===== src/rtl/core/rre_pkg.sv =====
// Shared constants, codes and types of the rectangle raster engine.
package rre_pkg;

  localparam int MAX_SIDE  = 256;
  localparam int SIDE_W    = $clog2(MAX_SIDE);
  localparam int ADDR_W    = 2 * SIDE_W;
  localparam int CANVAS_DEPTH = MAX_SIDE * MAX_SIDE;
  localparam int DIM_W     = SIDE_W + 1;
  localparam int CHAR_W    = 8;
  localparam int FIX_W     = 20;
  localparam int FRAC_W    = 8;
  localparam int BOUND_W   = FIX_W + 2;
  localparam int CFG_IDX_W = 2;
  localparam int CFG_DATA_W = DIM_W;

  localparam logic [BOUND_W-1:0] FIX_ONE = BOUND_W'(1 << FRAC_W);

  typedef enum logic [1:0] {
    KIND_CLEAR = 2'd0,
    KIND_DRAW  = 2'd1,
    KIND_READ  = 2'd2
  } kind_e;

  localparam logic [CFG_IDX_W-1:0] CFG_CANVAS_WIDTH    = 2'd0;
  localparam logic [CFG_IDX_W-1:0] CFG_CANVAS_HEIGHT   = 2'd1;
  localparam logic [CFG_IDX_W-1:0] CFG_BACKGROUND_CHAR = 2'd2;

  localparam logic [CHAR_W-1:0] SHAPE_OUTLINE = 8'h72;
  localparam logic [CHAR_W-1:0] SHAPE_FILLED  = 8'h52;
  localparam logic [CHAR_W-1:0] BG_RESET      = 8'd32;
  localparam logic [DIM_W-1:0]  DIM_RESET     = DIM_W'(1);

  typedef struct packed {
    logic [1:0]              kind;
    logic signed [FIX_W-1:0] rect_left;
    logic signed [FIX_W-1:0] rect_top;
    logic signed [FIX_W-1:0] rect_width;
    logic signed [FIX_W-1:0] rect_height;
    logic [CHAR_W-1:0]       shape_char;
    logic [CHAR_W-1:0]       paint_char;
    logic [SIDE_W-1:0]       read_col;
    logic [SIDE_W-1:0]       read_row;
  } req_t;

  typedef struct packed {
    logic [CHAR_W-1:0] pixel_char;
    logic              rejected;
  } rsp_t;

  typedef struct packed {
    logic load;
    logic walk;
    logic push;
  } ctrl_cmd_t;

  typedef struct packed {
    logic [1:0] kind;
    logic       reject;
    logic       walk_last;
    logic       out_busy;
  } dp_status_t;

endpackage


===== src/rtl/core/rre_ctrl.sv =====
// Controller state machine sequencing request intake, the pixel walk and the result.
module rre_ctrl import rre_pkg::*; (
  input  logic       clk_i,
  input  logic       rst_ni,
  input  logic       req_valid_i,
  output logic       req_ready_o,
  input  dp_status_t status_i,
  output ctrl_cmd_t  cmd_o
);

  typedef enum logic [1:0] {
    ST_IDLE,
    ST_WALK,
    ST_RESULT
  } state_e;

  state_e state_q, state_d;

  always_comb begin
    req_ready_o = (state_q == ST_IDLE) && !status_i.out_busy;
    cmd_o.load  = req_valid_i && req_ready_o;
    cmd_o.walk  = (state_q == ST_WALK);
    cmd_o.push  = (state_q == ST_RESULT);

    state_d = state_q;
    case (state_q)
      ST_IDLE: begin
        if (cmd_o.load) begin
          case (status_i.kind)
            KIND_CLEAR: state_d = ST_WALK;
            KIND_DRAW:  state_d = status_i.reject ? ST_RESULT : ST_WALK;
            default:    state_d = ST_RESULT;
          endcase
        end
      end
      ST_WALK: begin
        if (status_i.walk_last) begin
          state_d = ST_RESULT;
        end
      end
      ST_RESULT: state_d = ST_IDLE;
      default:   state_d = ST_IDLE;
    endcase
  end

  always_ff @(posedge clk_i or negedge rst_ni) begin
    if (!rst_ni) begin
      state_q <= ST_IDLE;
    end else begin
      state_q <= state_d;
    end
  end

endmodule


===== config.mk =====
export PLATFORM = sky130hd
export DESIGN_NAME = rre_ctrl
export DESIGN_NICKNAME = d
export VERILOG_FILES = /design/src/rtl/core/rre_pkg.sv /design/src/rtl/core/rre_ctrl.sv
export SDC_FILE = /design/constraint.sdc
export NUM_CORES = 1
export LEC_CHECK = 0
export BUFFER_PORTS_ARGS = -buffer_cell sky130_fd_sc_hd__buf_2
export CAP_MARGIN = 20
export CORE_AREA = 2 2 39 41
export DETAILED_ROUTE_END_ITERATION = 8
export DIE_AREA = 0 0 41 43
export PLACE_DENSITY = 0.32
export SLEW_MARGIN = 25
export SYNTH_ARGS = -nofsm -noshare
export SYNTH_HDL_FRONTEND = slang
export SYNTH_SLANG_ARGS = --single-unit

===== constraint.sdc =====
create_clock -name clk_i -period 1.3 [get_ports clk_i]
set_input_delay 0.26 -clock clk_i [delete_from_list [all_inputs] [get_ports clk_i]]
set_output_delay 0.26 -clock clk_i [all_outputs]
set_load 0.03 [all_outputs]

; ---- Word level (Yosys, flattened, before mapping)
; Index checks and enable logic that the tools add are counted.
[classes]
n_eq_ne = 5
n_mux = 5
reduce_logical = 6
[ops]
columns = operator, n
row1 = case mux 2 bit (2 select lines), 2
row2 = 2-to-1 mux 2 bit, 3
row3 = "== test 2 x 1 -> 1 bit, second input constant", 2
row4 = logical NOT 2 bit, 2
row5 = "inequality test 2 bit, second input constant", 2
row6 = "== test 2 bit, second input constant", 1
row7 = logical AND 1 bit, 2
row8 = AND reduction 2 bit, 1
row9 = logical NOT 1 bit, 1
[word_totals]
regBits = 2
input_bits = 8
word_cells = 17

; ---- Logic depth before layout (Yosys ltp)
; Gate-level depths: netlist (run 1).
[logic_depth]
depth_word = 5
depth_mapped = 2
mapped_depth_nobuf = 2

; ---- Worst setup path before layout (run 1)
; Ideal clock, no wire load.
[synth_path]
path_kind = reg-to-output
start = register state_q[0]
end = output port cmd_o[2] (netlist bit)
t_arrival_ps = 1554
required_time_ps = 1040
slack_ps = -514
path_stages_with_launch = 3
n_path_buf = 0
path_cell_list = dfrtp_1 -> nor3_1 -> and2_1
[synth_rtl]
columns = item, line_no
row1 = "start, declared", rre_ctrl.sv:17  ; state_e state_q, state_d;
row2 = "start signal, assigned", rre_ctrl.sv:50  ; state_q <= state_d;
row3 = "end, declared", rre_ctrl.sv:8  ; output ctrl_cmd_t cmd_o

==> results of run 1 <==
-- layout by cell type, fill, tap and decap left out, types with 2 or more instances in the layout --
cell type and n:
buf_2 8, clkbuf_4 3, dfrtp_2 2, nor2b_1 2, buf_4 3
-- layer usage --
layer  vias to the layer above  global-route usage (%)  part of all wire [%]
li1                         82                       -                     -
met1                        68                   5.788                    44
met2                        12                   8.125                    39
met3                         0                   4.712                    17
met4                         0                   4.000                     0
met5                         -                       0                     0
-- stage by stage --
stage | cells | instance area (sq um)
after global routing | 45 | 266.5
final | 45 | 266.5
after floorplan | 13 | 137.6
after global placement | 40 | 212.7
after detailed placement | 40 | 212.7
after CTS | 45 | 266.5
-- worst reg2reg max path, stage by stage (launching register included) --
cell and delay (ns):
dfrtp_2 0.44, or3b_1 0.40, a211oi_2 0.24
-- cell families after synthesis --
| kind of cell | after synthesis |
|---|---|
| AOI/OAI and AO/OA | 3 |
| buffers and inverters | 1 |
| DFF | 2 |
| and+or+nand+nor | 7 |
-- timing repair --
action / in CTS / in global routing
hold buffers: 1 / 0
cloned: 0 / 0
gates resized for setup: 6 / 0
buffers inserted: 1 / 0
setup endpoints to repair: 4 / 4
endpoints found under the hold margin: 2 / 0
-- power breakdown --
part / internal [W] / total [W] / switching [W] / leakage, nW
registers: 0.0000689 / 0.0000774 / 0.00000849 / 0.0238
logic: 0.0000422 / 0.0000879 / 0.0000457 / 0.0905
clock network: 0.000102 / 0.000138 / 0.0000360 / 0.0138
-- path summary, 6_finish.rpt --
kind	slack, ns	from	to	cells past startpoint
worst max register to register	0.13	state_q[0]	state_q[1]	2
min in group asynchronous	0.35	rst_ni	state_q[1]	2
worst min-delay path	0.32	status_i[1]	state_q[1]	3
max in group asynchronous	0.84	rst_ni	state_q[0]	2
worst max-delay path	-0.05	state_q[1]	cmd_o[2]	3
worst min register to register	0.58	state_q[1]	state_q[1]	2
-- area by class of cell --
class	count	area, sq um
fill	148	1117
timing repair buffer	13	83.83
tap	16	20.02
clock buffer	3	22.52
inverter	1	3.754
sequential	2	52.55
multi-input combinational	10	83.83
-- cells in the mapped netlist (all sizes together) --
cell type / number
dfrtp: 2
a211oi: 2
a32o: 1
nor2: 1
nand2: 1
nor2b: 2
nor3: 1
or3b: 1
and2: 1
inv: 1
==> qor.txt, run 1 <==
status - finished, violations left
failing checks - setup timing
crit path DAT - 1.09 ns
sinks on the clock net - 2
total CTS buffers - 3
Clk Latency, worst-skew pair - 0.22 ns
diodes inserted - 0
CP max stage cell - dfrtp_2
kind of critical path - reg -> out
yosys warns - 0
ANT nets after route - 0
compound-cell area share of the yosys netlist - 24.24%
largest family of logic cells by synthesized area - simple AND/OR/NAND/NOR gates
mapped cell area - 123.9 sq um
GP Congestion - 0.5825
max cap viols - 0
Initial DRC Count - 0
DRT Pass-1 Iters - 1
# DRC - 0
worst slack, placed - 0.07820 ns
total track usage - 5.924%
Finished Core Util - 19.26%
biggest regs - state_q (2)
Die ar. - 0.001763 sq mm
routed len/inst - 9.156 um
worst-margin pin slew - 0.3937 ns
unrepaired setup endpoints after global routing - true
top post-synthesis cells by area - dfrtp_1 40%, a211oi_2 10%, nor2b_1 10%
GRT overflow - 0
share of cells above drive strength 1 - 68.97%
initial antenna violation count - 0
IO Pins - 12
Core ar. - 0.001384 sq mm
Worst Path Required - 1.04 ns
critical path endpoint category - output pin
peak supply drop - 0.3185 mV
Clock Skews - 0.003043 ns
min cycle time layout - 1.353 ns
post-DR vias/cell - 3.600
Final Hold Vio Count - 0
Area growth, synth to finish - 115.2%
Die W - 41 um
worst setup margin - -0.05338 ns
CP max stage delay - 0.42 ns
row count - 14
Simple-Gate Fraction of Synth Area - 32.32%
average size of a mapped cell - 9.528 sq um
initial core utilization - 8.951%
Post-Synth XOR/XNOR Area - 0%
Netlist cell types - 11
Hold Path Class - in -> reg
area leader, netlist - dfrtp_1
Leakage - 0.1282 nW
Synth Area in Adders - 0%
first-pass GRT wire length - 655 um
pin count of the biggest net entering global routing - 7
CP max FO - 3
max_slew headroom - 73.60%
final setup TNS - -0.08599 ns
Most flops, register - state_q
cell family with most CP delay - flip-flops
sequential-to-total area share from yosys stat - 40.40%
clock-pin slew on the worst setup and hold paths - 0.03 ns
post-synthesis net count - 21
post-synth top area share - 40.40%
final wirelength - 412 um
routed vias - 162
Max Clk Rate - 738.9 MHz
Hold WS - 0.3186 ns
Power Total - 0.0003032 W
Yosys reg bits - 2
Die Y - 43 um
Nets - 39
H-Tree Depth - 1
vias in the first global route - 166
max reg flops - 2
CP bufs+invs - 1
fin crit share - 104.1%
Startpoint Class - flop
Final Max Slew Viols - 0
Mapped Cells - 13
Clock Tree Buf Depth - 2
Power Dens Cells - 1138 mW/mm^2
multiplexer share of the synthesized area - 0%
cells along the critical path - nor3_4, and2_4, buf_6
root buf cell - clkbuf_4
TritonCTS clock tree - built
final setup fails - 2
IO buf count - 11
Note: power is estimated with default switching activity, not from simulation.
==> run 2: changes to the inputs <==
--- a/config.mk
+++ b/config.mk
@@ -11,7 +11,9 @@
 export DETAILED_ROUTE_END_ITERATION = 8
 export DIE_AREA = 0 0 41 43
 export PLACE_DENSITY = 0.32
+export RECOVER_POWER = 100
 export SLEW_MARGIN = 25
 export SYNTH_ARGS = -nofsm -noshare
 export SYNTH_HDL_FRONTEND = slang
 export SYNTH_SLANG_ARGS = --single-unit
+export TNS_END_PERCENT = 5
==> run 2 against run 1 <==
Compared with the run above: critical path type unchanged; the run still ends with setup timing left; sequential share of layout area up 0.47 points; routed wire length up 0.73%; via count up 0.62%; sequential power about the same; combinational power down 2.8%; non-clock buffer count unchanged; largest power group unchanged; fmax down 0.29%; register-to-register slack worse by 0.06 ns.
==> qor.txt, run 2 (synthesized netlist as in run 1, its figures left out) <==
Clock Skews - 0.002940 ns (-0.0001032 ns)
critical path endpoint category - output pin
fillers - 148 (unchanged)
Hold Path Class - in -> reg
worst setup margin - -0.05737 ns (-0.003990 ns)
commonest non-fill, non-tap cell in the layout - buf_2
kind of critical path - reg -> out
max reg flops - 2 (unchanged)
r2r startpoint - state_q[0]
Power Dens Cells - 1156 mW/mm^2 (+1.6%)
worst-margin pin slew - 0.3416 ns (-0.05208 ns)
R2R setup slack - 0.07 ns (-0.06 ns)
first-pass GRT wire length - 655 um (unchanged)
biggest regs - state_q (2)
Leakage - 0.1241 nW (-3.2%)
row count - 14 (unchanged)
fin crit share - 104.4% (+0.31 points)
GRT overflow - 0 (unchanged)
ANT nets after route - 0 (unchanged)
Area growth, synth to finish - 110.1%
max cap viols - 0 (unchanged)
pin count of the biggest net entering global routing - 7 (unchanged)
Nets - 39 (unchanged)
Die Y - 43 um (unchanged)
H-Tree Depth - 1 (unchanged)
GP Congestion - 0.5825 (unchanged)
post-DR vias/cell - 3.622 (+0.62%)
CP max FO - 3 (unchanged)
failing checks - setup timing
final setup TNS - -0.08681 ns (-0.0008229 ns)
total CTS buffers - 3 (unchanged)
diodes inserted - 0 (unchanged)
Most flops, register - state_q
Finished Layout Cells - 45 (unchanged)
IO buf count - 11 (unchanged)
crit path DAT - 1.10 ns (about the same)
TritonCTS clock tree - built
clock-pin slew on the worst setup and hold paths - 0.03 ns (about the same)
Final Max Slew Viols - 0 (unchanged)
total track usage - 5.924% (unchanged)
Cells after DPL - 40 (unchanged)
status - finished, violations left
worst slack, placed - 0.07820 ns (unchanged)
DRT Pass-1 Iters - 1 (unchanged)
unrepaired setup endpoints after global routing - true
Die ar. - 0.001763 sq mm (unchanged)
routed vias - 163 (+0.62%)
Core ar. - 0.001384 sq mm (unchanged)
min-delay src - status_i[1]
most frequent cells in the layout - 7 x buf_2, 3 x clkbuf_4, 3 x buf_4
final setup fails - 2 (unchanged)
Finished Core Util - 18.81% (-0.45 points)
routed len/inst - 9.222 um (+0.73%)
root buf cell - clkbuf_4
IO Pins - 12 (unchanged)
Max Clk Rate - 736.7 MHz (-0.29%)
sinks on the clock net - 2 (unchanged)
Power Total - 0.0003008 W (-0.81%)
Final Hold Vio Count - 0 (unchanged)
share of cells above drive strength 1 - 62.07% (-6.9 points)
# DRC - 0 (unchanged)
peak supply drop - 0.3161 mV (-0.75%)
vias in the first global route - 166 (unchanged)
CP startpoint - state_q[1]
Startpoint Class - flop
Worst Path Required - 1.04 ns (about the same)
Clk Latency, worst-skew pair - 0.22 ns (about the same)
max_slew headroom - 77.09% (+3.5 points)
min cycle time layout - 1.357 ns (+0.003990 ns)
initial core utilization - 8.951% (unchanged)
Die W - 41 um (unchanged)
Clock Tree Buf Depth - 2 (unchanged)
Initial DRC Count - 0 (unchanged)
final wirelength - 415 um (+0.73%)
initial antenna violation count - 0 (unchanged)
## run 2: cell types whose count changed in the layout (fill, tap and decap cells not counted)
| cell | previous run | this run |
|---|---|---|
| a211oi_1 | 1 | 2 |
| a211oi_2 | 1 | 0 |
| buf_2 | 8 | 7 |
| clkbuf_1 | 0 | 1 |
## run 2: path summary, 6_finish.rpt
kind	endpoint	cells past startpoint
worst max-delay path	cmd_o[2]	3
worst min-delay path	state_q[1]	3
worst max register to register	state_q[1]	2
worst min register to register	state_q[1]	2
max in group asynchronous	state_q[0]	2
min in group asynchronous	state_q[1]	2
## run 2: final cells by class
class,count,area [sq um],area share [%]
inverters,1,3.754,1.442
clock buffers,3,22.52,8.654
flip-flops and latches,2,52.55,20.19
well taps,16,20.02,7.692
repair buffers,13,82.58,31.73
multi-input cells,10,78.83,30.29
## run 2: critical path, stage by stage, from the launching register on
cell and delay, ns:
dfrtp_2 0.42, nor3_4 0.17, and2_4 0.16, buf_6 0.12
## run 2: where the power goes
part	switching (W)	internal, W
Sequential	0.00000845	0.0000689
Combinational	0.0000447	0.0000407
Clock	0.0000361	0.000102
Total	0.0000892	0.000212
## run 2: metal layers
layer	track usage, %	share of wire, %
met2	8.125	38
met1	5.788	45
met3	4.712	17
met5	0	0
met4	4.000	0
## run 2: metrics by stage
stage	area, sq um	hold slack [ns]
global route	260.3	0.3490
global placement	212.7	0.04674
detailed placement	212.7	0.04878
floorplan	137.6	-0.03559
CTS	266.5	0.3060
finish	260.3	0.3206
## run 2: repair_timing
item / 4_1_cts / 5_1_grt
resized for setup: 6 / 0
endpoints found under the hold margin: 2 / 0
setup buffers: 1 / 0
hold buffers: 1 / 0
setup endpoints to repair: 4 / 4
==> run 3: changes to the inputs <==
--- a/config.mk
+++ b/config.mk
@@ -10,7 +10,6 @@
 export CORE_AREA = 2 2 39 41
 export DETAILED_ROUTE_END_ITERATION = 8
 export DIE_AREA = 0 0 41 43
-export PLACE_DENSITY = 0.32
 export RECOVER_POWER = 100
 export SLEW_MARGIN = 25
 export SYNTH_ARGS = -nofsm -noshare
==> run 3 against run 2 <==
Compared with the run above: highest routed layer unchanged; clock power hardly changed; sequential power is 0.6% higher; the flow still finishes with violations (setup timing); final cell count is 2.2% higher; worst hold slack worse by 0.0095 ns; utilization is 0.45 points higher; combinational power is 3.4% higher.
==> qor.txt, run 3 (synthesized netlist as in run 1, its figures left out) <==
Clock Tree Buf Depth - 2 (unchanged)
Hold WS - 0.3111 ns (-0.009483 ns)
Most flops, register - state_q
total CTS buffers - 3 (unchanged)
vias in the first global route - 165 (-0.60%)
status - finished, violations left
Die ar. - 0.001763 sq mm (unchanged)
pin count of the biggest net entering global routing - 7 (unchanged)
kind of critical path - reg -> out
Clk Latency, worst-skew pair - 0.22 ns (about the same)
Worst Path Required - 1.04 ns (about the same)
GP Congestion - 0.5910 (+1.5%)
Initial DRC Count - 4 (+4)
Hold Path Class - in -> reg
DRT Pass-1 Iters - 2 (+1)
root buf cell - clkbuf_4
worst setup margin - -0.05831 ns (-0.0009459 ns)
share of cells above drive strength 1 - 60.00% (-2.1 points)
initial antenna violation count - 0 (unchanged)
Max Clk Rate - 736.2 MHz (about the same)
final setup fails - 4 (+2)
clock-pin slew on the worst setup and hold paths - 0.03 ns (about the same)
R2R cell count - 2 (unchanged)
min cycle time layout - 1.358 ns (+0.0009459 ns)
first-pass GRT wire length - 579 um (-12%)
biggest regs - state_q (2)
diodes inserted - 0 (unchanged)
# DRC - 0 (unchanged)
max cap viols - 0 (unchanged)
failing checks - setup timing
max_slew headroom - 78.71% (+1.6 points)
Die W - 41 um (unchanged)
unrepaired setup endpoints after global routing - true
sinks on the clock net - 2 (unchanged)
hpwl dp - 264.7 um
Power Dens Cells - 1137 mW/mm^2 (-1.7%)
critical path endpoint category - output pin
H-Tree Depth - 1 (unchanged)
routed len/inst - 8.261 um (-10%)
worst-margin pin slew - 0.3175 ns (-0.02409 ns)
Die Y - 43 um (unchanged)
crit path DAT - 1.10 ns (about the same)
Core ar. - 0.001384 sq mm (unchanged)
Final Hold Vio Count - 0 (unchanged)
peak supply drop - 0.3487 mV (+10%)
ANT nets after route - 0 (unchanged)
Startpoint Class - flop
max reg flops - 2 (unchanged)
final setup TNS - -0.1377 ns (-0.05093 ns)
Final Max Slew Viols - 0 (unchanged)
row count - 14 (unchanged)
Area growth, synth to finish - 115.2%
Leakage - 0.1309 nW (+5.5%)
Cells on Worst Hold Path - 3 (unchanged)
routed vias - 152 (-6.7%)
IO buf count - 11 (unchanged)
post-DR vias/cell - 3.304 (-8.8%)
Nets - 40 (+2.6%)
IO Pins - 12 (unchanged)
fin crit share - 104.5% (about the same)
final wirelength - 380 um (-8.4%)
TritonCTS clock tree - built
GRT overflow - 0 (unchanged)
total track usage - 5.528% (-0.40 points)
commonest non-fill, non-tap cell in the layout - buf_2
most frequent cells in the layout - 7 x buf_2, 4 x buf_4, 3 x clkbuf_4, 2 x nor2b_1, 2 x a211oi_1
Clock Skews - 0.0004180 ns (-0.002522 ns)
initial core utilization - 8.951% (unchanged)
CP max FO - 4 (+1)
==> run 3: what timing repair did <==
item / 4_1_cts / 5_1_grt
hold endpoints to repair: 2 / 0
pin swaps: 0 / 0
buffers inserted: 2 / 0
endpoints found under the setup margin: 3 / 4
resized for setup: 6 / 0
hold buffers: 1 / 0
==> run 3: path summary, 6_finish.rpt <==
kind                              endpoint  slack, ns         from
min in group asynchronous       state_q[0]       0.36       rst_ni
worst max register to register  state_q[1]       0.09   state_q[0]
worst min register to register  state_q[1]       0.59   state_q[1]
max in group asynchronous       state_q[1]       0.80       rst_ni
worst min-delay path            state_q[1]       0.31  status_i[1]
worst max-delay path              cmd_o[2]      -0.06   state_q[1]
==> run 3: power breakdown <==
| part | switching, W | internal [W] | total, W |
|---|---|---|---|
| Sequential | 0.00000944 | 0.0000684 | 0.0000778 |
| Combinational | 0.0000446 | 0.0000437 | 0.0000883 |
| Clock | 0.0000349 | 0.000102 | 0.000137 |
| Total | 0.0000889 | 0.000214 | 0.000303 |
==> run 3: layout make-up <==
type                    count  area (sq um)
flip-flops and latches      2         51.30
fillers                   156          1117
clock buffers               3         22.52
inverters                   1         3.754
multi-input cells          10         78.83
well taps                  16         20.02
repair buffers             14         90.09
==> run 3: worst max-delay path: stages, from the launching register on <==
cell and delay [ns]:
dfrtp_2 0.43, nor3_4 0.17, and2_4 0.16, buf_6 0.12
==> run 3: per-layer routing <==
metal,track usage [%],wire length [um]
met1,5.806,163
met3,3.141,34
met2,5.938,182
met4,8.000,0
met5,0,0
==> run 3: metrics by stage <==
stage               cells  total power (W)  utilization [%]  worst slack [ns]  instance area, sq um
floorplan              13        0.0001247                -        -0.0005137                 137.6
detailed placement     40        0.0001527            15.37           0.08086                 212.7
global placement       40        0.0001513            15.37            0.1063                 212.7
global route           46        0.0003225            19.26           -0.1171                 266.5
finish                 46        0.0003029            19.26          -0.05831                 266.5
CTS                    46        0.0003177            19.80          -0.07465                 274.0
